[config.mk]
export PLATFORM = sky130hd
export DESIGN_NAME = sfdm_front
export DESIGN_NICKNAME = d
export VERILOG_FILES = /design/src/hw/rtl/signed_floor_div_mod_assert.svh /design/src/hw/rtl/sfdm_pkg.sv /design/src/hw/rtl/sfdm_front.sv
export SDC_FILE = /design/constraint.sdc
export NUM_CORES = 1
export LEC_CHECK = 0
export BUFFER_PORTS_ARGS = -buffer_cell sky130_fd_sc_hd__buf_2
export CORE_MARGIN = 2
export CORE_UTILIZATION = 35
export DETAILED_ROUTE_END_ITERATION = 16
export GPL_TIMING_DRIVEN = 0
export PLACE_DENSITY_LB_ADDON = 0.12
export SKIP_CTS_REPAIR_TIMING = 1
export SLEW_MARGIN = 20
export SYNTH_ARGS = -nofsm -noshare
export SYNTH_HDL_FRONTEND = slang
export SYNTH_SLANG_ARGS = --single-unit
export TNS_END_PERCENT = 100
[constraint.sdc]
create_clock -name clk -period 5.13 [get_ports clk]
set_input_delay 0.7695 -clock clk [delete_from_list [all_inputs] [get_ports clk]]
set_output_delay 0.7695 -clock clk [all_outputs]
set_load 0.005 [all_outputs]
[src/hw/rtl/signed_floor_div_mod_assert.svh]
// assertion macros shared by the signed floor divide/modulo rtl
// expects clk and rst (synchronous, active high) in the using module
`ifndef SIGNED_FLOOR_DIV_MOD_ASSERT_SVH
`define SIGNED_FLOOR_DIV_MOD_ASSERT_SVH

// same-cycle implication
`define SFDM_ASSERT_IMPLY(label, ante, cons) \
  label: assert property (@(posedge clk) disable iff (rst) (ante) |-> (cons)) \
    else $error("sfdm assertion failed");

// next-cycle implication
`define SFDM_ASSERT_NEXT(label, ante, cons) \
  label: assert property (@(posedge clk) disable iff (rst) (ante) |=> (cons)) \
    else $error("sfdm assertion failed");

`endif

[src/hw/rtl/sfdm_pkg.sv]
// shared types and constants for the signed floor divide/modulo block
// no dependencies
package sfdm_pkg;

  localparam int unsigned DATA_W      = 64;
  localparam int unsigned QUEUE_DEPTH = 2;

  typedef enum logic {
    KIND_QUOT = 1'b0,
    KIND_MOD  = 1'b1
  } kind_t;

  // classified operation handed from front to back
  typedef struct packed {
    kind_t             kind;
    logic              dbz;
    logic              num_neg;
    logic              den_neg;
    logic [DATA_W-1:0] un;
    logic [DATA_W-1:0] ud;
  } op_t;

endpackage

[src/hw/rtl/sfdm_front.sv]
// input stage: takes a beat, flags zero divisor, splits signs and magnitudes
// depends on sfdm_pkg
module sfdm_front (
  input  logic                      clk,
  input  logic                      rst,
  input  logic                      in_valid,
  output logic                      in_ready,
  input  sfdm_pkg::kind_t           in_kind,
  input  logic [sfdm_pkg::DATA_W-1:0] in_dividend,
  input  logic [sfdm_pkg::DATA_W-1:0] in_divisor,
  output logic                      out_valid,
  input  logic                      out_ready,
  output sfdm_pkg::op_t             out_op
);
  import sfdm_pkg::*;

  logic valid;
  op_t  op;
  op_t  op_next;

  assign in_ready  = !valid || out_ready;
  assign out_valid = valid;
  assign out_op    = op;

  always_comb begin
    op_next.kind    = in_kind;
    op_next.dbz     = (in_divisor == '0);
    op_next.num_neg = in_dividend[DATA_W-1];
    op_next.den_neg = in_divisor[DATA_W-1];
    op_next.un      = in_dividend[DATA_W-1] ? ('0 - in_dividend) : in_dividend;
    op_next.ud      = in_divisor[DATA_W-1] ? ('0 - in_divisor) : in_divisor;
  end

  always_ff @(posedge clk) begin
    if (rst) begin
      valid <= 1'b0;
    end else if (in_ready) begin
      valid <= in_valid;
    end
  end

  always_ff @(posedge clk) begin
    if (in_valid && in_ready) begin
      op <= op_next;
    end
  end

endmodule

==> summary.log, run 1 <==
qor: run_status.outcome finished clean
qor: worst_hold_path.hp-class in2reg
qor: pwr.power-per-cell-area 328.5 nW/um^2
qor: synth.syn_inst 554
qor: timing.period_needed 3160 ps
qor: floorplanning.floorplan.die_area 20780 sq um
qor: synth.synth_seq_cells 133
qor: floorplanning.floorplan.io_pins 267
qor: floorplanning.dieHeight 144.2 microns
qor: layout.area.growth.synth_to_final 34.03%
qor: run.maxCapViolCount 0
qor: timing.final-setup-viol-count 0
qor: cts.clkLatencyLatePin 410 ps
qor: global_route.grt_usage 0.1870
qor: timing.max_slew_margin 0.5240
qor: layout.post_route_cells_drive_above_1_share 0.3763
qor: floorplanning.initial_utilization 0.3544
qor: timing.finalCritPeriodShare 0.6160
qor: setup_path.top_fanout_value_on_the_critical_path 10
qor: placement.detailed_place_hpwl 15320 microns
qor: placement.portBuffers 265
qor: placement.finalWeightedCongestion 0.8407
qor: timing.setup_slack 1970 ps
qor: setup_path.worst_path_cell_trace buf_2 -> or4_1 -> nor3_1 -> nand4_1 -> clkbuf_1 -> o41ai_1 -> xnor2_1
qor: route.routed_via_density 4.996
qor: setup_path.worstRegToRegCells 3
qor: route.detail_route.first_pass.iterations 5
qor: layout.fin_nets 975
qor: global_route.grt_start_max_net_pins 49
qor: timing.timing.clock.skew 7.812 ps
qor: route.drt-initial-drc-count 288
qor: setup_path.timing.critical_path.from_type primary input
qor: cts.clk_path_buf_depth 2
qor: route.drt.antenna.violating_nets 0
qor: setup_path.critical-path-slowest-cell sky130_fd_sc_hd__nor3_1
qor: timing.hold_violations 0
qor: cts.tritoncts built
qor: cts.clock-sinks 133
qor: cts.clk_transition_reported_paths 60 ps
qor: setup_path.timing.critical_path.arrival 3300 ps
qor: pwr.static_leakage_power 3.347 nW
qor: pwr.worst_ir_drop_vdd 0.2130 mV
qor: setup_path.critical_path_class in2reg
qor: synth.syn_avg_cell_area 12.41 sq um
qor: route.num_vias 5596
qor: timing.timing.final.max_slew_violations 0
qor: global_route.grt_overflow 0
qor: cts.htreeDepth 4
qor: cts.ctsRootBufferMaster sky130_fd_sc_hd__clkbuf_16
qor: timing.grt_setup_unrepaired false
qor: synth.synth.distinct_cells 38
qor: synth.ys_seq_area_frac 0.5794
qor: floorplanning.core_region_area 19400 sq um
qor: timing.max_slew.worst_pin.slew 708.6 ps
qor: layout.utilization 0.4750
qor: setup_path.worstSetupEndpointType register
qor: setup_path.worst_path_largest_cell_delay 610 ps
qor: route.post-route-drc-count 0
qor: worst_hold_path.whs_path_depth 2
qor: cts.cts-buffers-inserted 17
qor: synth.synthesis.area 6875 sq um
qor: layout.n_fill_cell 1842
qor: floorplanning.die_w 144.2 microns
qor: timing.whs 512.6 ps
qor: synth.synth.net_count 689
qor: global_route.grt_antenna_before_repair 4
qor: floorplanning.placement_row_count 51
qor: placement.place_worst_setup_slack 1560 ps
qor: setup_path.worst_ep_required_time 5270 ps
qor: route.final_wl 19910 microns
qor: synth.ys_warn_count 0
qor: global_route.grt_pass1_wl 29280 microns
qor: timing.timing.fmax 316.4 MHz
qor: route.drt-wirelength-per-cell 17.78 microns
qor: global_route.grt_pass1_vias 5510
critical path, delay by kind of cell:
kind                      cells  cell delay, ps
AOI/OAI and AO/OA             1             380
xor gates and xnor gates      1             130
and+or+nand+nor               3            1580
buffers and inverters         2             440
registers in the layout, summed over array words and instances (netlist names):
signal,count
out_valid,1
out_op,132
routing by layer:
metal,track usage,part of all wire
met4,0.07511,0.024
met1,0.2110,0.39
met2,0.3291,0.50
met3,0.05894,0.082
met5,0,0.0015
power breakdown:
part | leakage (nW) | switching, mW | internal (mW) | total (mW)
clock | 0.300 | 0.469 | 0.828 | 1.30
sequential | 1.29 | 0.0211 | 1.31 | 1.33
combinational | 1.76 | 0.216 | 0.182 | 0.398
cell usage in the layout, fill, tap and decap left out, types with 17 or more instances in the layout:
master	count
sky130_fd_sc_hd__o21ai_0	39
sky130_fd_sc_hd__clkbuf_16	17
sky130_fd_sc_hd__o41ai_1	23
sky130_fd_sc_hd__xnor2_1	122
sky130_fd_sc_hd__edfxtp_1	132
sky130_fd_sc_hd__o31ai_1	39
sky130_fd_sc_hd__nand2_1	40
sky130_fd_sc_hd__buf_2	265
sky130_fd_sc_hd__nor2_1	19
sky130_fd_sc_hd__or4_1	22
sky130_fd_sc_hd__clkbuf_1	24
cell type report:
cell class	count	area (sq um)	area share
Multi-Input combinational cell	390	2778	0.3014
Buffer	23	86.33	0.009369
Sequential cell	133	3984	0.4323
Antenna cell	2	5.005	0.0005431
Inverter	8	30.03	0.003259
Clock inverter	12	180.2	0.01955
Tap cell	265	331.6	0.03598
Clock buffer	20	446.7	0.04847
Timing Repair Buffer	267	1374	0.1491
final timing paths:
check | from | end | slack, ps
max | in_dividend[0] | out_op[107] | 1970
min | rst | out_valid | 510
max reg2reg | out_valid | out_op[18] | 3420
min reg2reg | out_valid | out_valid | 530
stage by stage:
stage                     cells  area (sq um)  TNS (ps)  total power [mW]
after global routing       1119          9213         0             3.139
after detailed placement   1086          8583         0             1.755
final                      1120          9215         0             3.027
after global placement     1084          8533    -93890             1.753
after CTS                  1118          9210         0             3.054
after floorplan             554          6875         0             1.537
synth_stat cells (all sizes together):
cell	instances	area (sq um)
edfxtp	132	3964
xnor2	122	1069
nand2	40	150.1
o21ai	39	195.2
o31ai	39	292.8
o41ai	25	234.0
or4	24	187.7
clkbuf	22	82.58
nor2	19	71.32
or3	13	83.83
nor3	12	60.06
nor4	12	96.34
or2	11	68.82
nand4	9	62.56
inv	8	30.03
nand3	5	25.02
or4b	4	43.79
nand2b	3	18.77
nor4b	3	32.53
and2	2	12.51
ha	2	25.02
a21oi	1	5.000
and3	1	6.260
buf	1	3.750
dfxtp	1	20.02
nand3b	1	7.510
nand4b	1	8.760
nand4bb	1	11.26
nor3b	1	7.510
logic make-up after synthesis:
family | share of synthesized area
AND/OR/NAND/NOR | 0.1389
flip-flops | 0.5794
XOR/XNOR | 0.1554
AO/OA/AOI/OAI | 0.1057
buffers and inverters | 0.01692
adder cells (fa/ha/maj) | 0.003639
No activity file was read; power rests on OpenSTA's default activity.
==> run 2, diff against run 1 <==
==> constraint.sdc (replaced) <==
create_clock -name clk -period 2.8 [get_ports clk]
set_input_delay 0.42 -clock clk [delete_from_list [all_inputs] [get_ports clk]]
set_output_delay 0.42 -clock clk [all_outputs]
set_load 0.005 [all_outputs]
==> summary.log, run 2 (synthesis gave the netlist of run 1 again) <==
qor: setup_path.top_fanout_value_on_the_critical_path 10
qor: setup_path.worst_ep_required_time 2950 ps
qor: setup_path.timing.critical_path.from_type primary input
qor: layout.postLayoutCellArea 9160 sq um
qor: timing.period_needed 2622 ps
qor: layout.post_route_cells_drive_above_1_share 0.3744
qor: timing.grt_setup_unrepaired false
qor: timing.finalCritPeriodShare 0.9365
qor: setup_path.worstSetupEndpointType register
qor: floorplanning.floorplan.io_pins 267
qor: layout.final_cell_mix sky130_fd_sc_hd__buf_2 (265), sky130_fd_sc_hd__edfxtp_1 (132), sky130_fd_sc_hd__xnor2_1 (122)
qor: timing.setup_slack 177.7 ps
qor: cts.cts-buffers-inserted 17
qor: floorplanning.core_region_area 19400 sq um
qor: cts.clk_transition_reported_paths 60 ps
qor: route.final_wl 20070 microns
qor: setup_path.critical_path_class in2reg
qor: setup_path.cp_common_cell sky130_fd_sc_hd__clkbuf_1
qor: global_route.grt_overflow 0
qor: floorplanning.floorplan.die_area 20780 sq um
qor: floorplanning.placement_row_count 51
qor: cts.clk_path_buf_depth 2
qor: route.wl_met3 1788 microns
qor: setup_path.worst_path_largest_cell_delay 500 ps
qor: route.num_vias 5613
qor: route.post-route-drc-count 0
qor: placement.portBuffers 265
qor: route.detail_route.first_pass.iterations 4
qor: timing.timing.clock.skew 6.763 ps
qor: timing.final-setup-viol-count 0
qor: global_route.grt_antenna_before_repair 5
qor: route.drt-initial-drc-count 270
qor: route.detailroute.wirelength.met2 10020 microns
qor: timing.hold_violations 0
qor: timing.max_slew.worst_pin.slew 693.5 ps
qor: layout.largest_register_ffs 132
qor: setup_path.critical-path-slowest-cell sky130_fd_sc_hd__or4_1
qor: route.drt.antenna.violating_nets 0
qor: cts.clkLatencyLatePin 410 ps
qor: cts.htreeDepth 4
qor: timing.max_slew_margin 0.5341
qor: run.maxCapViolCount 0
qor: floorplanning.dieHeight 144.2 microns
qor: route.top_signal_layer_used met5
qor: cts.ctsRootBufferMaster sky130_fd_sc_hd__clkbuf_16
qor: placement.place_worst_setup_slack -421.5 ps
qor: global_route.grt_pass1_vias 5511
qor: worst_hold_path.hp-class in2reg
qor: layout.fin_nets 975
qor: placement.finalWeightedCongestion 0.8168
qor: placement.placedInstanceArea 8591 sq um
qor: pwr.worst_ir_drop_vdd 0.3902 mV
qor: timing.timing.fmax 381.3 MHz
qor: layout.layout.cells.most_common sky130_fd_sc_hd__buf_2
qor: cts.clock-sinks 133
qor: cts.tritoncts built
qor: route.drt-wirelength-per-cell 17.92 microns
qor: floorplanning.initial_utilization 0.3544
qor: route.routed_via_density 5.012
qor: layout.area.growth.synth_to_final 33.23%
qor: setup_path.timing.critical_path.arrival 2770 ps
qor: global_route.grt_start_max_net_pins 51
qor: placement.detailed_place_hpwl 15450 microns
qor: global_route.grt_pass1_wl 29670 microns
qor: pwr.static_leakage_power 3.326 nW
qor: timing.timing.final.max_slew_violations 0
qor: route.routed_length_on_met1 7927 microns
qor: run_status.outcome finished clean
qor: floorplanning.die_w 144.2 microns
qor: setup_path.worst_path_cell_trace buf_2 -> or4_1 -> clkbuf_1 -> nor4_2 -> nand4_1 -> clkbuf_1 -> o41ai_1 -> xnor2_1
qor: pwr.power-per-cell-area 576.6 nW/um^2
qor: global_route.grt_usage 0.1891
[run 2: changes by cell type in the layout (fill, tap and decap cells not counted), moves of 2 or more]
cell,change
sky130_fd_sc_hd__clkinv_4,-4
sky130_fd_sc_hd__bufinv_16,-2
sky130_fd_sc_hd__clkinv_2,+2
sky130_fd_sc_hd__clkinv_1,+3
[run 2: worst max-delay path, delay by kind of cell]
kind                   cells  cell delay [ps]
AO/OA/AOI/OAI              1              360
XOR/XNOR                   1              110
AND/OR/NAND/NOR            3             1250
buffers and inverters      3              620
[run 2: area by class of cell]
| type | instances | area, sq um |
|---|---|---|
| diodes | 3 | 7.507 |
| plain buffers | 23 | 87.58 |
| clock buffers | 19 | 432.9 |
| clock inverters | 12 | 113.9 |
| fillers | 1883 | 10240 |
| inverters | 8 | 30.03 |
| multi-input cells | 390 | 2791 |
| flip-flops and latches | 133 | 3984 |
| well taps | 265 | 331.6 |
| repair buffers | 267 | 1381 |
[run 2: worst paths after layout]
check | slack (ps) | endpoint | startpoint | cells past startpoint
max | 180 | out_op[107] | in_dividend[25] | 8
min | 150 | out_valid | rst | 2
max reg2reg | 1200 | out_op[99] | out_valid | 3
min reg2reg | 530 | out_valid | out_valid | 2
[run 2: power by group]
group / total, mW / switching, mW / internal, mW
Sequential: 2.44 / 0.0388 / 2.40
Combinational: 0.734 / 0.398 / 0.336
Clock: 2.11 / 0.821 / 1.29
Total: 5.28 / 1.26 / 4.02
[run 2: metal layers]
metal | up-vias | GRT usage
li1 | 2711 | -
met4 | 4 | 0.05723
met5 | - | 0
met2 | 214 | 0.3276
met1 | 2664 | 0.2180
met3 | 20 | 0.07119
[run 2: metrics by stage]
stage | setup TNS, ps | total power [mW] | cells | utilization | hold slack (ps)
floorplan | 0 | 2.808 | 554 | - | 489.1
global placement | -89690 | 3.200 | 1084 | 0.4400 | 483.9
detailed placement | -12750 | 3.219 | 1086 | 0.4429 | 520.8
CTS | 0 | 5.340 | 1117 | 0.4710 | 127.0
global route | 0 | 5.502 | 1118 | 0.4719 | 133.5
finish | 0 | 5.282 | 1120 | 0.4722 | 150.9
==> run 3, diff against run 2 <==
--- a/config.mk
+++ b/config.mk
@@ -5,12 +5,14 @@
 export SDC_FILE = /design/constraint.sdc
 export NUM_CORES = 1
 export LEC_CHECK = 0
+export ABC_AREA = 1
 export BUFFER_PORTS_ARGS = -buffer_cell sky130_fd_sc_hd__buf_2
 export CORE_MARGIN = 2
 export CORE_UTILIZATION = 35
 export DETAILED_ROUTE_END_ITERATION = 16
 export GPL_TIMING_DRIVEN = 0
 export PLACE_DENSITY_LB_ADDON = 0.12
+export REMOVE_ABC_BUFFERS = 1
 export SKIP_CTS_REPAIR_TIMING = 1
 export SLEW_MARGIN = 20
 export SYNTH_ARGS = -nofsm -noshare
==> constraint.sdc (replaced) <==
create_clock -name clk -period 2.4 [get_ports clk]
set_input_delay 0.36 -clock clk [delete_from_list [all_inputs] [get_ports clk]]
set_output_delay 0.36 -clock clk [all_outputs]
set_load 0.005 [all_outputs]
==> summary.log, run 3 <==
qor: setup_path.worst_ep_required_time 2580 ps
qor: pwr.power_report.internal_total 4.704 mW
qor: synth.yosysMostFrequentCell sky130_fd_sc_hd__nand2_1
qor: synth.ys_seq_area_frac 0.4629
qor: synth.syn_avg_cell_area 7.955 sq um
qor: pwr.p_seq_frac 0.440
qor: cts.tritoncts built
qor: timing.final-setup-viol-count 0
qor: layout.largest_register_ffs 132
qor: floorplanning.core_region_area 24250 sq um
qor: synth.async_flop_share 0
qor: synth.synth_seq_cells 133
qor: cts.clk_path_buf_depth 2
qor: setup_path.critical_path.startpoint in_divisor[63]
qor: timing.finalSetupTns 0 ps
qor: placement.portBuffers 266
qor: setup_path.worstSetupEndpointType register
qor: cts.clk_transition_reported_paths 60 ps
qor: global_route.grt_start_max_net_pins 72
qor: synth.synth.distinct_cells 36
qor: setup_path.top_fanout_value_on_the_critical_path 67
qor: synth.synthesis.area 8607 sq um
qor: global_route.grt_overflow 0
qor: worst_hold_path.hp-class in2reg
qor: route.drt.antenna.violating_nets 0
qor: floorplanning.die_w 160.8 microns
qor: global_route.grt_usage 0.2174
qor: global_route.grt_antenna_before_repair 4
qor: layout.reg_area 3984 sq um
qor: setup_path.worstRegToRegCells 4
qor: pwr.part_of_the_total_power_dissipated_in_the_clock_network 0.397
qor: layout.post_route_cells_drive_above_1_share 0.2668
qor: setup_path.cp_delay_by_family_top buffers and inverters
qor: run_status.outcome finished clean
qor: layout.layout.cells.most_common sky130_fd_sc_hd__nand2_1
qor: synth.yosys-top-cells-count sky130_fd_sc_hd__nand2_1 (334), sky130_fd_sc_hd__nor2_1 (198), sky130_fd_sc_hd__edfxtp_1 (132)
qor: synth.syn_inst 1082
qor: layout.final_cell_mix sky130_fd_sc_hd__nand2_1 (334), sky130_fd_sc_hd__buf_2 (264), sky130_fd_sc_hd__nor2_1 (198)
qor: pwr.worst_ir_drop_vdd 0.3903 mV
qor: layout.area.growth.synth_to_final 27.90%
qor: synth.synth.area.top_cells sky130_fd_sc_hd__edfxtp_1 (46%), sky130_fd_sc_hd__nand2_1 (15%), sky130_fd_sc_hd__nor2_1 (8.6%)
qor: pwr.static_leakage_power 4.873 nW
qor: floorplanning.placement_row_count 57
qor: cts.htreeDepth 4
qor: timing.timing.clock.skew 13.08 ps
qor: synth.synth_largest_type_area_fraction 0.4605
qor: route.num_vias 8034
qor: run.maxCapViolCount 0
qor: setup_path.worst-path-buf-inv 2
qor: synth.ys_warn_count 0
qor: timing.period_needed 1956 ps
qor: setup_path.worst_path_cell_trace buf_4 -> inv_1 -> nor2_1 -> nor2_8 -> nand3_1 -> nand2_1
qor: route.drt-wirelength-per-cell 16.58 microns
qor: timing.timing.final.max_slew_violations 0
qor: pwr.switching_share 0.2670
qor: cts.clkLatencyLatePin 430 ps
qor: layout.multiInputGateArea 4178 sq um
qor: pwr.power-per-cell-area 583.0 nW/um^2
qor: pwr.p_total 6.418 mW
qor: floorplanning.floorplan.io_pins 267
qor: placement.dpl.cell_count 1662
qor: placement.detailed_place_hpwl 22940 microns
qor: setup_path.r2r_setup_slack 700 ps
qor: placement.finalWeightedCongestion 0.9256
qor: setup_path.worstReg2RegStart out_valid
qor: synth.yosysTopAreaCell sky130_fd_sc_hd__edfxtp_1
qor: route.post-route-drc-count 0
qor: timing.max_slew_margin 0.4641
qor: worst_hold_path.worstHoldEndpoint out_valid
qor: route.detail_route.first_pass.iterations 5
qor: floorplanning.floorplan.die_area 25860 sq um
qor: route.drt-initial-drc-count 480
qor: cts.ctsRootBufferMaster sky130_fd_sc_hd__clkbuf_16
qor: setup_path.worst_path_largest_cell_delay 590 ps
qor: pwr.total_switching_power 1.714 mW
qor: layout.layout_cells_excl_fill 1693
qor: setup_path.critical_path_class in2reg
qor: timing.hold_violations 0
qor: layout.fin_nets 1492
qor: setup_path.r2r-end out_op[65]
qor: setup_path.timing.critical_path.arrival 2130 ps
qor: floorplanning.initial_utilization 0.3550
qor: timing.max_slew.worst_pin.slew 803.9 ps
qor: timing.grt_setup_unrepaired false
qor: timing.timing.fmax 511.2 MHz
qor: setup_path.timing.critical_path.from_type primary input
qor: synth.synth-edff-count 132
qor: global_route.grt_pass1_vias 7808
qor: pwr.share_comb_of_total_power 0.163
qor: route.routed_via_density 4.745
qor: global_route.grt_pass1_wl 42800 microns
qor: cts.cts-buffers-inserted 17
qor: route.final_wl 28070 microns
qor: cts.clock-sinks 133
qor: floorplanning.dieHeight 160.8 microns
qor: worst_hold_path.timing.hold.worst.start rst
qor: worst_hold_path.whs_path_depth 2
qor: synth.yosys_most_used_dff sky130_fd_sc_hd__edfxtp_1
qor: layout.n_fill_cell 2539
qor: setup_path.critical-path-slowest-cell sky130_fd_sc_hd__buf_4
qor: timing.finalCritPeriodShare 0.8151
[run 3: worst max path at each step]
| stage | end | depth (start not counted) |
|---|---|---|
| floorplan | out_op[0] | 2 |
| global placement | out_op[5] | 3 |
| detailed placement | out_op[25] | 5 |
| CTS | out_op[57] | 6 |
| global route | out_op[57] | 6 |
| finish | out_op[57] | 6 |
[run 3: metrics by stage]
stage          setup slack (ps)  hold slack, ps  utilization  instance area (sq um)
3_3_place_gp              -8033           472.2       0.4232                  10260
3_5_place_dp              14.96           519.1       0.4307                  10440
5_1_grt                   312.3           77.11       0.4540                  11010
2_1_floorplan             -5022           429.1            -                   8526
4_1_cts                   468.0           69.01       0.4539                  11010
6_report                  443.8           93.38       0.4540                  11010
[run 3: kinds of logic after synthesis]
group	after synthesis	share of synthesized area
compound gates	43	0.03518
xor+xnor	71	0.07312
fa+ha+maj	2	0.002907
buf+inv	116	0.05306
flops	133	0.4629
simple gates	717	0.3729
[run 3: worst register-to-register path: stages (launching register included)]
cell and delay (ps):
sky130_fd_sc_hd__dfxtp_1 340, sky130_fd_sc_hd__a21oi_4 450, sky130_fd_sc_hd__buf_16 240, sky130_fd_sc_hd__buf_16 200, sky130_fd_sc_hd__buf_16 190
[run 3: area by class of cell]
type,count,share of cell area
Multi-Input combinational cell,833,0.3795
Clock buffer,17,0.03864
Sequential cell,133,0.3619
Clock inverter,13,0.01239
Antenna cell,1,0.0002273
Timing Repair Buffer,272,0.1364
Inverter,100,0.03410
Tap cell,324,0.03683
[run 3: power groups by stage]
stage,Combinational (mW),Clock [mW],Sequential (mW)
after floorplan,0.449,0,2.93
after global placement,1.01,0,2.92
after detailed placement,1.05,0,2.87
after CTS,1.06,2.60,2.83
after global routing,1.16,2.69,2.84
final,1.04,2.55,2.82
[run 3: per-layer routing]
layer  wire length, microns  GRT usage
met5                     14          0
met4                    874    0.08563
met3                   1753    0.04597
met2                  14090     0.3844
met1                  11340     0.2585
